File: src/rtl/core/gap_buffer_text_store_assert.svh
// Assertion macros shared by the gap buffer text store RTL.
`ifndef GAP_BUFFER_TEXT_STORE_ASSERT_SVH
`define GAP_BUFFER_TEXT_STORE_ASSERT_SVH

// Same-cycle implication, disabled while reset is held.
`define GBTS_ASSERT_IMPL(label, clk, rst_n, ante, cons, msg) \
    label: assert property (@(posedge clk) disable iff (!(rst_n)) (ante) |-> (cons)) \
        else $error(msg);

// Next-cycle implication, disabled while reset is held.
`define GBTS_ASSERT_NEXT(label, clk, rst_n, ante, cons, msg) \
    label: assert property (@(posedge clk) disable iff (!(rst_n)) (ante) |=> (cons)) \
        else $error(msg);

`endif

File: src/rtl/core/gbts_pkg.sv
// Types and constants of the gap buffer text store.
package gbts_pkg;

    localparam int OP_W   = 3;
    localparam int CHAR_W = 21;
    localparam int POS_W  = 11;

    typedef enum logic [OP_W-1:0] {
        OP_INSERT    = 3'd0,
        OP_BACKSPACE = 3'd1,
        OP_DELETE    = 3'd2,
        OP_MOVE      = 3'd3,
        OP_READ      = 3'd4
    } t_op;

    typedef enum logic [2:0] {
        S_IDLE,
        S_EXEC,
        S_MV_RD,
        S_MV_WR,
        S_DONE
    } t_state;

    typedef struct packed {
        logic load_req;
        logic do_insert;
        logic do_backspace;
        logic do_delete;
        logic set_ok;
        logic rd_read;
        logic rd_move;
        logic move_write;
        logic load_rsp;
    } t_cmd;

    typedef struct packed {
        logic [OP_W-1:0] op;
        logic            can_insert;
        logic            can_backspace;
        logic            can_delete;
        logic            move_ok;
        logic            read_ok;
        logic            step_need;
        logic            rsp_free;
    } t_status;

endpackage

File: src/rtl/core/gbts_ctrl.sv
// Controller: sequences each request through the datapath.
module gbts_ctrl (
    input  logic              i_clk,
    input  logic              i_rst_n,
    input  logic              i_req_valid,
    output logic              o_req_ready,
    input  gbts_pkg::t_status i_status,
    output gbts_pkg::t_cmd    o_cmd
);
    import gbts_pkg::*;

    t_state r_state, n_state;

    always_ff @(posedge i_clk) begin
        if (!i_rst_n) begin
            r_state <= S_IDLE;
        end else begin
            r_state <= n_state;
        end
    end

    always_comb begin
        n_state     = r_state;
        o_cmd       = '0;
        o_req_ready = 1'b0;
        case (r_state)
            S_IDLE: begin
                o_req_ready = 1'b1;
                if (i_req_valid) begin
                    o_cmd.load_req = 1'b1;
                    n_state        = S_EXEC;
                end
            end
            S_EXEC: begin
                n_state = S_DONE;
                case (i_status.op)
                    OP_INSERT: begin
                        if (i_status.can_insert) begin
                            o_cmd.do_insert = 1'b1;
                            o_cmd.set_ok    = 1'b1;
                        end
                    end
                    OP_BACKSPACE: begin
                        if (i_status.can_backspace) begin
                            o_cmd.do_backspace = 1'b1;
                            o_cmd.set_ok       = 1'b1;
                        end
                    end
                    OP_DELETE: begin
                        if (i_status.can_delete) begin
                            o_cmd.do_delete = 1'b1;
                            o_cmd.set_ok    = 1'b1;
                        end
                    end
                    OP_MOVE: begin
                        if (i_status.move_ok) begin
                            o_cmd.set_ok = 1'b1;
                            n_state      = S_MV_RD;
                        end
                    end
                    OP_READ: begin
                        // store data lands in the read register by the done cycle
                        if (i_status.read_ok) begin
                            o_cmd.rd_read = 1'b1;
                            o_cmd.set_ok  = 1'b1;
                        end
                    end
                    default: begin
                        n_state = S_DONE;
                    end
                endcase
            end
            S_MV_RD: begin
                if (i_status.step_need) begin
                    o_cmd.rd_move = 1'b1;
                    n_state       = S_MV_WR;
                end else begin
                    n_state = S_DONE;
                end
            end
            S_MV_WR: begin
                // copy one character across the gap and step both pointers toward the target
                o_cmd.move_write = 1'b1;
                n_state          = S_MV_RD;
            end
            S_DONE: begin
                // hold until the result register can take the result
                if (i_status.rsp_free) begin
                    o_cmd.load_rsp = 1'b1;
                    n_state        = S_IDLE;
                end
            end
            default: begin
                n_state = S_IDLE;
            end
        endcase
    end

endmodule

File: config.mk
export PLATFORM = sky130hd
export DESIGN_NAME = gbts_ctrl
export DESIGN_NICKNAME = d
export VERILOG_FILES = /design/src/rtl/core/gap_buffer_text_store_assert.svh /design/src/rtl/core/gbts_pkg.sv /design/src/rtl/core/gbts_ctrl.sv
export SDC_FILE = /design/constraint.sdc
export NUM_CORES = 1
export LEC_CHECK = 0
export ABC_AREA = 1
export BUFFER_PORTS_ARGS = -buffer_cell sky130_fd_sc_hd__buf_2
export CAP_MARGIN = 5
export CORE_AREA = 2 2 39 41
export DETAILED_ROUTE_END_ITERATION = 16
export DIE_AREA = 0 0 41 43
export HOLD_SLACK_MARGIN = 0.08
export PLACE_DENSITY = 0.48
export SLEW_MARGIN = 20
export SYNTH_ARGS = -nofsm -noshare
export SYNTH_HDL_FRONTEND = slang
export SYNTH_SLANG_ARGS = --single-unit
File: constraint.sdc
create_clock -name i_clk -period 2.2 [get_ports i_clk]
set_input_delay 0.22 -clock i_clk [delete_from_list [all_inputs] [get_ports i_clk]]
set_output_delay 0.22 -clock i_clk [all_outputs]
set_load 0.02 [all_outputs]
=== Yosys cells after proc, flatten, opt, wreduce, memory -nomap -nowiden ===
Cells that the tools add are included.

* Register bits: 3
* Bits in latches: 0
* Memory bits (writable): 0
* ROM bits: 0
* Output and inout bits: 10
* Memories: 0

* Add/sub/neg operators: 0
* Multipliers: 0
* Divide/modulo/power cells: 0
* $lt $le $gt $ge: 0
* Equality and inequality tests: 10
* Shifts and indexed selects: 0
* Multiplexer cells: 25
* Bitwise gates (word level): 0
* Reductions and logical operators: 3

{| class="wikitable"
|+ Operators by type and width
! cell !! count
|-
| $mux W1 || 15
|-
| $mux W3 || 5
|-
| $pmux W3 S5 || 1
|-
| $eq A3 B2 Y1 const B || 4
|-
| $eq A3 B1 Y1 const B || 2
|-
| $eq A3 B3 Y1 const B || 2
|-
| $logic_not A3 Y1 || 2
|-
| $mux W5 || 1
|-
| $pmux W1 S5 || 1
|-
| $mux W2 || 2
|-
| $ne A2 B2 Y1 const B || 2
|-
| $reduce_and A2 Y1 || 1
|}

=== Logic depth before layout (Yosys ltp) ===
Gate-level depths: netlist of the first run.

* Depth after elaboration: 3
* Mapped depth: 7
* Depth with buffers taken out: 7

=== Worst setup path after synthesis of the first run ===
OpenSTA, ideal clock, no wires.

* Path kind: reg2out
* From: reg r_state[2]
* To: out o_cmd[4] in the netlist's numbering
* Data arrival time: 961 ps
* Data required time: 1980 ps
* Setup slack: 1019 ps
* Cell stages (with the launch flop): 6
* Path buffers: 0
* Cells stage by stage: dfxtp_1 -> inv_2 -> nand2_2 -> nor2_2 -> inv_1 -> nor2_1

{| class="wikitable"
|+ RTL lines
! what !! line !! source
|-
| start, declared || gbts_ctrl.sv:12 || <nowiki>t_state r_state, n_state;</nowiki>
|-
| start signal, assigned || gbts_ctrl.sv:18 || <nowiki>r_state <= n_state;</nowiki>
|-
| end, declared || gbts_ctrl.sv:8 || <nowiki>output gbts_pkg::t_cmd o_cmd</nowiki>
|}

==> key figures, run 1 <==
Outcome
  – Status: finished, final reports clean

GRT
  – Number of global-route vias before repair: around 340
  – Total grt overflow: 0
  – GR Util All Layers: between 10% and 20%
  – Pin count of the biggest net entering global routing: 7
  – Antenna violations before repair: 0
  – First-pass GRT wire length: roughly 1300 um

Die
  – Cell row count: 14
  – Die height: about 43 um
  – I/O pin count: 23
  – Die footprint: roughly 0.0018 sq mm
  – Die width: around 41 um
  – CORE AREA: about 0.0014 sq mm
  – Initial Utilization: 22.5%

Logic synthesis
  – FF+latch count, synth: 3
  – Post-Syn Instances: 60
  – Post-Syn Nets: 73
  – Distinct cells, synth: 13
  – Synth top area cells: dfxtp_1 (19%), nor2_1 (18%), inv_1 (16%)
  – Count leader, synth: nor2_1
  – Mean Syn Cell Area: ~5.2 sq um
  – Number of flops mapped to enable cells by yosys: 0
  – Share of synthesized registers carrying an async set or reset: 0%
  – Cell Area, Synth: roughly 310 sq um
  – Register area share after synthesis: between 10% and 20%
  – Ys flop type: dfxtp_1
  – Most frequent cells after synthesis: nor2_1 (15), inv_1 (13), nand2_1 (10)
  – Warnings from Yosys: 0
  – Cell accounting for the most synthesized area: dfxtp_1
  – Yosys top cell area share: between 10% and 20%

Clocking
  – Setup bufs post-CTS: 0
  – Clock Tree Root: clkbuf_4
  – Sink Count: 3
  – H-tree depth: 1
  – Clk slew on worst S/H paths: 40 ps
  – Post-CTS sizing: 0
  – Inserted Clock Buffers: 3
  – Clk Latency, worst-skew pair: roughly 240 ps
  – CTS tree: yes
  – Post-cts hold buffer count: 0
  – Clock buffer depth: 2

Timing
  – Measured slew at the worst slew-check pin: 194 ps
  – Hold slack: ~190 ps
  – Fmax: about 0.70 GHz
  – RSZ-0062 raised after global routing: no
  – Min Tclk post-route: approximately 1400 ps
  – Number of max-slew violations in the final report: 0
  – Final period utilization: between 60% and 70%
  – Final hold violation count: 0
  – Slew headroom: around 87%
  – Setup violations, final: 0
  – Final Skew: between 2 and 3 ps
  – Setup TNS: 0 ps

Layout
  – Fin nets: 100
  – Layout overhead on the synthesized area: 50.2%
  – Filler cell count: roughly 160
  – Antenna cell count: 0
  – Final Instance Count excl. Fillers: around 100
  – Biggest register: r_state
  – Biggest regs: r_state (3)
  – Max reg flops: 3
  – Ratio of cells with drive above 1 in the final layout: roughly a third
  – Post-route cell area: roughly 470 sq um

Detailed routing
  – Vias per cell: 4.17
  – Top sig layer: met4
  – Metal2 WL: between 300 and 400 um
  – WL/cell: ~8 um
  – DRC: 0
  – Met1 WL: between 300 and 400 um
  – Drt pass-1 iters: 4
  – Drt total wl: between 700 and 800 um
  – First DRT Iteration DRCs: 10
  – Routed via count: around 430
  – Remaining antenna violation count after routing: 0
  – WL met3: roughly 47 um

Setup path
  – Critical Path Source Type: flop
  – CP delay by family, top: flip-flops
  – Cell breakdown of the critical path: inv_2 > nand2_2 > nor2_2 > inv_1 > nor2_1 > buf_2
  – Critical Path AT: 1210 ps
  – CP max stage cell: dfxtp_1
  – Crit path capture type: output port
  – Critical path type: flop to output port
  – Crit-path max FO: 5
  – CP required: a little under 2000 ps
  – Buf/Inv on CP: 3
  – Slowest cell delay on critical path: 350 ps

Place
  – Dpl hpwl: 683 um
  – GPL Wtd Cong: 0.748
  – DP Area: 442 sq um
  – Port Buf Inserts: 22
  – Placed cell count: 98

Power and ir drop
  – Switching portion of total power: a little under two fifths
  – Internal: around 160 uW
  – Flop pwr share: 25.4%
  – Peak VDD IR: 212 uV
  – Comb power frac: 35.9%
  – PD cells: approximately 570 mW/mm^2
  – Clock share of power: between 30% and 40%
  – NetSw: between 100 and 150 uW
  – Leakage power: 0.305 nW

Job
  – Max cap viols: 0

Min path
  – Hold Crit Class: input port to flop
==> path summary, 6_finish.rpt <==
path / from / end / slack (ps) / depth (start not counted)
worst max-delay path: r_state[2] / o_cmd[4] / 770 / 6
worst min register to register: r_state[1] / r_state[1] / 580 / 3
worst max register to register: r_state[0] / r_state[0] / 1280 / 5
worst min-delay path: i_rst_n / r_state[2] / 190 / 3
==> kinds of logic after synthesis <==
kind of cell,after synthesis,share of synthesized area (%)
AND/OR/NAND/NOR,40,58.6
flip-flops,3,19.3
buffers and inverters,15,18.1
AO/OA/AOI/OAI,2,4.02
==> placed cells by master, fill, tap and decap left out <==
| cell | Yosys | final |
|---|---|---|
| a21boi_1 | 1 | 1 |
| buf_2 | 0 | 22 |
| clkbuf_1 | 0 | 1 |
| clkbuf_4 | 0 | 3 |
| dfxtp_1 | 3 | 3 |
| inv_1 | 13 | 13 |
| inv_2 | 2 | 2 |
| nand2_1 | 10 | 10 |
| nand2_2 | 1 | 1 |
| nand3_1 | 9 | 9 |
| nand3b_1 | 1 | 1 |
| nand4_1 | 2 | 2 |
| nor2_1 | 15 | 15 |
| nor2_2 | 1 | 1 |
| nor2_4 | 1 | 1 |
| o21ai_0 | 1 | 1 |
==> through the flow <==
step	util (%)	power, mW	setup WS, ps
3_5_place_dp	31.9	0.164	1020
2_1_floorplan	-	0.132	1020
3_3_place_gp	31.9	0.165	990
4_1_cts	33.8	0.271	759
5_1_grt	33.8	0.289	654
6_report	33.8	0.265	774
==> power by group through the flow <==
stage,clock network [mW],logic [mW],registers [mW]
after global routing,0.110,0.110,0.0683
after floorplan,0,0.0650,0.0671
final,0.103,0.0953,0.0674
after CTS,0.107,0.0970,0.0675
after global placement,0,0.0968,0.0684
after detailed placement,0,0.0962,0.0682
==> routing by layer <==
layer	up-vias	GRT usage, %
li1	233	-
met2	10	15.3
met4	0	8.00
met5	-	0
met3	2	3.14
met1	180	12.8
==> worst min-delay path: cells and delay by family <==
family        cells  cell delay (ps)
simple gates      1               50
buf+inv           2              140
==> area by class of cell <==
cell class	instances	area [sq um]	area share, %
inverters	15	56.3	12.0
well taps	16	20.0	4.28
clock buffers	4	26.3	5.61
repair buffers	22	110	23.5
multi-input cells	42	195	41.7
flip-flops and latches	3	60.1	12.8
Note: power is estimated with default switching activity, not from simulation.
==> inputs of run 2 (changes only) <==
clock period = 1.43 ns   (was 2.2 ns; I/O delays follow)
==> key figures, run 2 (synthesis results as in run 1) <==
Setup path
  – Critical Path AT: around 1200 ps
  – Crit-path max FO: 5
  – Critical R2R Launch: r_state[2]
  – Critical Path Source Type: flop
  – Cell depth of the worst flop-to-flop path: 7
  – Critical path type: flop to output port
  – Crit path capture type: output port
  – R2r endpoint: r_state[2]
  – Setup slack, reg-to-reg: ~490 ps
  – CP required: 1290 ps

Clocking
  – CTS tree: yes
  – Clk slew on worst S/H paths: 40 ps
  – Clock Tree Root: clkbuf_4
  – H-tree depth: 1
  – Clock buffer depth: 2
  – Inserted Clock Buffers: 3
  – Post-cts hold buffer count: 0
  – Clk Latency, worst-skew pair: approximately 230 ps
  – Sink Count: 3

Die
  – Initial Utilization: between 20% and 30%
  – CORE AREA: approximately 0.0014 sq mm
  – Die footprint: between 0.0015 and 0.002 sq mm
  – Die width: between 40 and 50 um
  – Die height: between 40 and 50 um
  – Cell row count: 14
  – I/O pin count: 23

Timing
  – RSZ-0062 raised after global routing: no
  – Hold slack: about 140 ps
  – Measured slew at the worst slew-check pin: 208 ps
  – Final Skew: around 0.91 ps
  – Final hold violation count: 0
  – Slew headroom: between 80% and 90%
  – Min Tclk post-route: between 1000 and 1500 ps
  – Setup TNS: 0 ps
  – Setup violations, final: 0
  – Final period utilization: approximately nine tenths
  – Fin worst setup slack: ~130 ps
  – Fmax: about 0.77 GHz
  – Number of max-slew violations in the final report: 0

GRT
  – Total grt overflow: 0
  – GR Util All Layers: 10.4%
  – Number of global-route vias before repair: approximately 370
  – Antenna violations before repair: 0
  – First-pass GRT wire length: about 1300 um
  – Pin count of the biggest net entering global routing: 7

Min path
  – Hold Crit Class: input port to flop
  – Hold path depth: 3
  – Worst Min Path Start: i_rst_n
  – Min-Delay Endpoint: r_state[2]

Detailed routing
  – DRC: 0
  – First DRT Iteration DRCs: 13
  – WL/cell: between 7 and 8 um
  – Drt total wl: roughly 760 um
  – Routed via count: 416
  – Drt pass-1 iters: 4
  – Vias per cell: 4.08
  – Remaining antenna violation count after routing: 0

Layout
  – Ratio of cells with drive above 1 in the final layout: between 30% and 40%
  – Leading cell type in the layout, fill and taps excluded: buf_2
  – Most frequent cells in the layout: buf_2 (22), nor2_1 (15), inv_1 (12)
  – Layout overhead on the synthesized area: 51.8%
  – Fin nets: 100
  – Max reg flops: 3
  – Biggest register: r_state
  – Biggest regs: r_state (3)
  – Antenna cell count: 0

Place
  – Port Buf Inserts: 22
  – GPL Wtd Cong: ~0.75
  – Dpl hpwl: 659 um
  – Pre-CTS setup slack: approximately 320 ps

Power and ir drop
  – PD cells: between 800 and 900 mW/mm^2
  – Comb power frac: a little under two fifths
  – Flop pwr share: 26.0%
  – Internal: between 200 and 300 uW
  – Switching portion of total power: 36.4%
  – Peak VDD IR: approximately 350 uV
  – Clock share of power: between 30% and 40%
  – Leakage power: 0.306 nW
  – NetSw: between 100 and 150 uW

Outcome
  – Status: finished, final reports clean

Job
  – Max cap viols: 0
==> run 2: layer usage <==
metal / up-vias / routed length, um / global-route usage, %
met2: 8 / 371 / 14.1
met1: 173 / 355 / 12.5
met3: 0 / 30 / 2.62
met4: 0 / 0 / 10.0
met5: - / 0 / 0
li1: 235 / - / -
==> run 2: per-stage QoR <==
stage,power (mW),cells,cell area (sq um),utilization [%]
after CTS,0.406,102,468,33.8
after global routing,0.438,102,473,34.2
after global placement,0.254,98,442,31.9
after floorplan,0.203,60,312,-
after detailed placement,0.253,98,442,31.9
final,0.399,102,473,34.2
==> run 2: worst max path at each step <==
stage,from,to,depth (start not counted)
floorplan,r_state[2],o_cmd[4],5
global placement,r_state[2],o_cmd[4],6
detailed placement,r_state[2],o_cmd[4],6
CTS,r_state[2],o_cmd[4],6
global route,r_state[2],o_cmd[4],6
finish,r_state[2],o_cmd[4],6
==> run 2: power by group through the flow <==
stage               logic (mW)  clock network [mW]  registers [mW]
CTS                      0.148               0.154           0.104
detailed placement       0.148                   0           0.105
global placement         0.149                   0           0.105
finish                   0.151               0.144           0.104
global route             0.173               0.159           0.105
floorplan                0.100                   0           0.103
==> run 2: worst max-delay path: stages, from the launching register on <==
cell and delay (ps):
dfxtp_1 350, inv_2 90, nand2_2 70, nor2_4 100, inv_2 60, nor2_1 90
buf_2 160
==> run 2: final cells by class <==
type,instances,area (sq um)
inverters,15,56.3
well taps,16,20.0
multi-input cells,42,200
repair buffers,22,110
fillers,172,911
clock buffers,4,26.3
flip-flops and latches,3,60.1
==> run 2: what timing repair did <==
action	in CTS	in global routing
resized for setup	0	2
setup endpoints to repair	0	5
hold endpoints to repair	0	0
buffers inserted	0	0
==> inputs of run 3 (changes only) <==
ABC_AREA = 0   (was 1)
==> key figures, run 3 <==
Outcome
  – Status: finished with violations
  – Failing checks: setup timing

Timing
  – Min Tclk post-route: around 1700 ps
  – Final hold violation count: 0
  – Measured slew at the worst slew-check pin: 247 ps
  – Fin worst setup slack: -246 ps
  – Number of max-slew violations in the final report: 0
  – Final Skew: 2.26 ps
  – Final period utilization: 117%
  – Fmax: ~0.6 GHz
  – Slew headroom: a little over four fifths
  – Hold slack: about 170 ps
  – Setup violations, final: 5
  – RSZ-0062 raised after global routing: yes

Power and ir drop
  – Flop pwr share: 25.9%
  – Pwr Total: about 340 uW
  – Leakage power: about 0.25 nW
  – Clock share of power: approximately 44%
  – PD cells: ~670 mW/mm^2
  – Internal: about 240 uW
  – NetSw: approximately 100 uW
  – Comb power frac: a little under a third
  – Switching portion of total power: between 20% and 30%
  – Peak VDD IR: ~320 uV

Logic synthesis
  – Count leader, synth: nor3_1
  – Distinct cells, synth: 24
  – Mean Syn Cell Area: about 7.5 sq um
  – Number of flops mapped to enable cells by yosys: 0
  – Yosys top cell area share: around 20%
  – Cell Area, Synth: slightly above 300 sq um
  – Cell accounting for the most synthesized area: dfxtp_1
  – Share of synthesized registers carrying an async set or reset: 0%
  – Post-Syn Instances: 40
  – FF+latch count, synth: 3
  – Ys flop type: dfxtp_1
  – Register area share after synthesis: around a fifth
  – Warnings from Yosys: 0
  – Synth top area cells: dfxtp_1 (20%), nor3_1 (10%), mux2i_1 (6.6%)
  – Post-Syn Nets: between 50 and 60
  – Most frequent cells after synthesis: nor3_1 (6), nand2_1 (5), dfxtp_1 (3)

Setup path
  – Crit-path max FO: 4
  – Critical path type: flop to output port
  – Critical Path Source Type: flop
  – Critical Path AT: 1530 ps
  – CP required: 1290 ps
  – Crit path capture type: output port

Detailed routing
  – Drt total wl: between 800 and 900 um
  – Drt pass-1 iters: 4
  – Remaining antenna violation count after routing: 0
  – Routed via count: slightly below 400
  – First DRT Iteration DRCs: 4
  – DRC: 0
  – Vias per cell: 4.65
  – WL/cell: around 11 um

GRT
  – GR Util All Layers: roughly 12%
  – Pin count of the biggest net entering global routing: 11
  – Total grt overflow: 0
  – Number of global-route vias before repair: approximately 360
  – Antenna violations before repair: 0
  – First-pass GRT wire length: 1350 um

Min path
  – Hold Crit Class: input port to flop

Layout
  – Ratio of cells with drive above 1 in the final layout: 53.7%
  – Most frequent cells in the layout: buf_2 (17), buf_4 (8), nand2_1 (5)
  – Max reg flops: 3
  – Biggest register: r_state
  – Layout overhead on the synthesized area: 71.0%
  – Fin nets: 81
  – Filler cell count: roughly 150
  – Leading cell type in the layout, fill and taps excluded: buf_2
  – Biggest regs: r_state (3)
  – Antenna cell count: 0

Die
  – Die width: 41 um
  – Die height: about 43 um
  – CORE AREA: 0.00138 sq mm
  – Die footprint: ~0.0018 sq mm
  – Cell row count: 14
  – Initial Utilization: 21.8%
  – I/O pin count: 23

Job
  – Max cap viols: 0

Clocking
  – H-tree depth: 1
  – Clk Latency, worst-skew pair: around 230 ps
  – Clk slew on worst S/H paths: roughly 40 ps
  – Inserted Clock Buffers: 3
  – Clock buffer depth: 2
  – Post-cts hold buffer count: 0
  – CTS tree: yes
  – Sink Count: 3
  – Clock Tree Root: clkbuf_4
  – Setup bufs post-CTS: 0

Place
  – Port Buf Inserts: 22
  – Dpl hpwl: between 600 and 700 um
  – GPL Wtd Cong: 0.613
==> run 3: cell types whose count changed after synthesis, sizes merged, moves of 6 or more <==
cell | previous run | this run
nand2 | 11 | 5
nor2 | 17 | 2
nand3 | 9 | 0
inv | 15 | 1
nor3 | 0 | 6
==> run 3: path summary, 6_finish.rpt <==
check	startpoint	endpoint	slack [ps]	depth (start not counted)
setup / recovery	r_state[2]	o_cmd[7]	-250	4
hold / removal	i_rst_n	r_state[0]	170	3
setup reg to reg	r_state[2]	r_state[2]	380	4
hold reg to reg	r_state[2]	r_state[1]	560	2
==> run 3: worst max-delay path, stage by stage (launching register included) <==
cell and delay [ps]:
dfxtp_1 290, and2b_1 190, or3b_4 420, nor4b_4 210, buf_4 170
==> run 3: what timing repair did <==
| item | CTS | global route |
|---|---|---|
| pin swaps | 2 | 2 |
| hold endpoints to repair | 0 | 0 |
| resized for setup | 6 | 0 |
| setup endpoints to repair | 5 | 5 |
==> run 3: power groups by stage <==
stage,clock network (mW),registers [mW],logic [mW]
after floorplan,0,0.0928,0.0597
after global placement,0,0.0907,0.104
after detailed placement,0,0.0908,0.104
after CTS,0.157,0.0895,0.106
after global routing,0.172,0.0899,0.116
final,0.150,0.0894,0.105
==> run 3: area by class of cell <==
cell class / count / area [sq um] / area share, %
flip-flops and latches: 3 / 60.1 / 11.7
repair buffers: 26 / 156 / 30.3
well taps: 16 / 20.0 / 3.88
inverters: 1 / 3.75 / 0.728
multi-input cells: 33 / 249 / 48.3
clock buffers: 4 / 26.3 / 5.10
==> run 3: cell families (layout without fill, tap and decap cells) <==
| group | Yosys count | count (layout) | share of synthesized area, % |
|---|---|---|---|
| buf+inv | 4 | 31 | 7.47 |
| flops | 3 | 3 | 19.9 |
| mux | 2 | 2 | 6.64 |
| simple gates | 24 | 24 | 49.4 |
| compound gates | 7 | 7 | 16.6 |
==> run 3: metal layers <==
metal	wire length, um	track usage [%]	vias up
met4	8	8.00	0
met1	392	12.2	158
met3	104	4.71	2
li1	-	-	202
met2	380	17.5	24
met5	0	0	-
==> run 3: stage by stage <==
stage,setup TNS (ps),util (%),cell area [sq um],std cells,setup slack [ps]
finish,-746,37.3,515,83,-246
global route,-1170,37.3,515,83,-336
CTS,-911,37.3,515,83,-273
detailed placement,-32.9,34.2,473,79,-32.9
global placement,-2.35,34.2,473,79,-2.35
floorplan,-355,-,332,40,-111
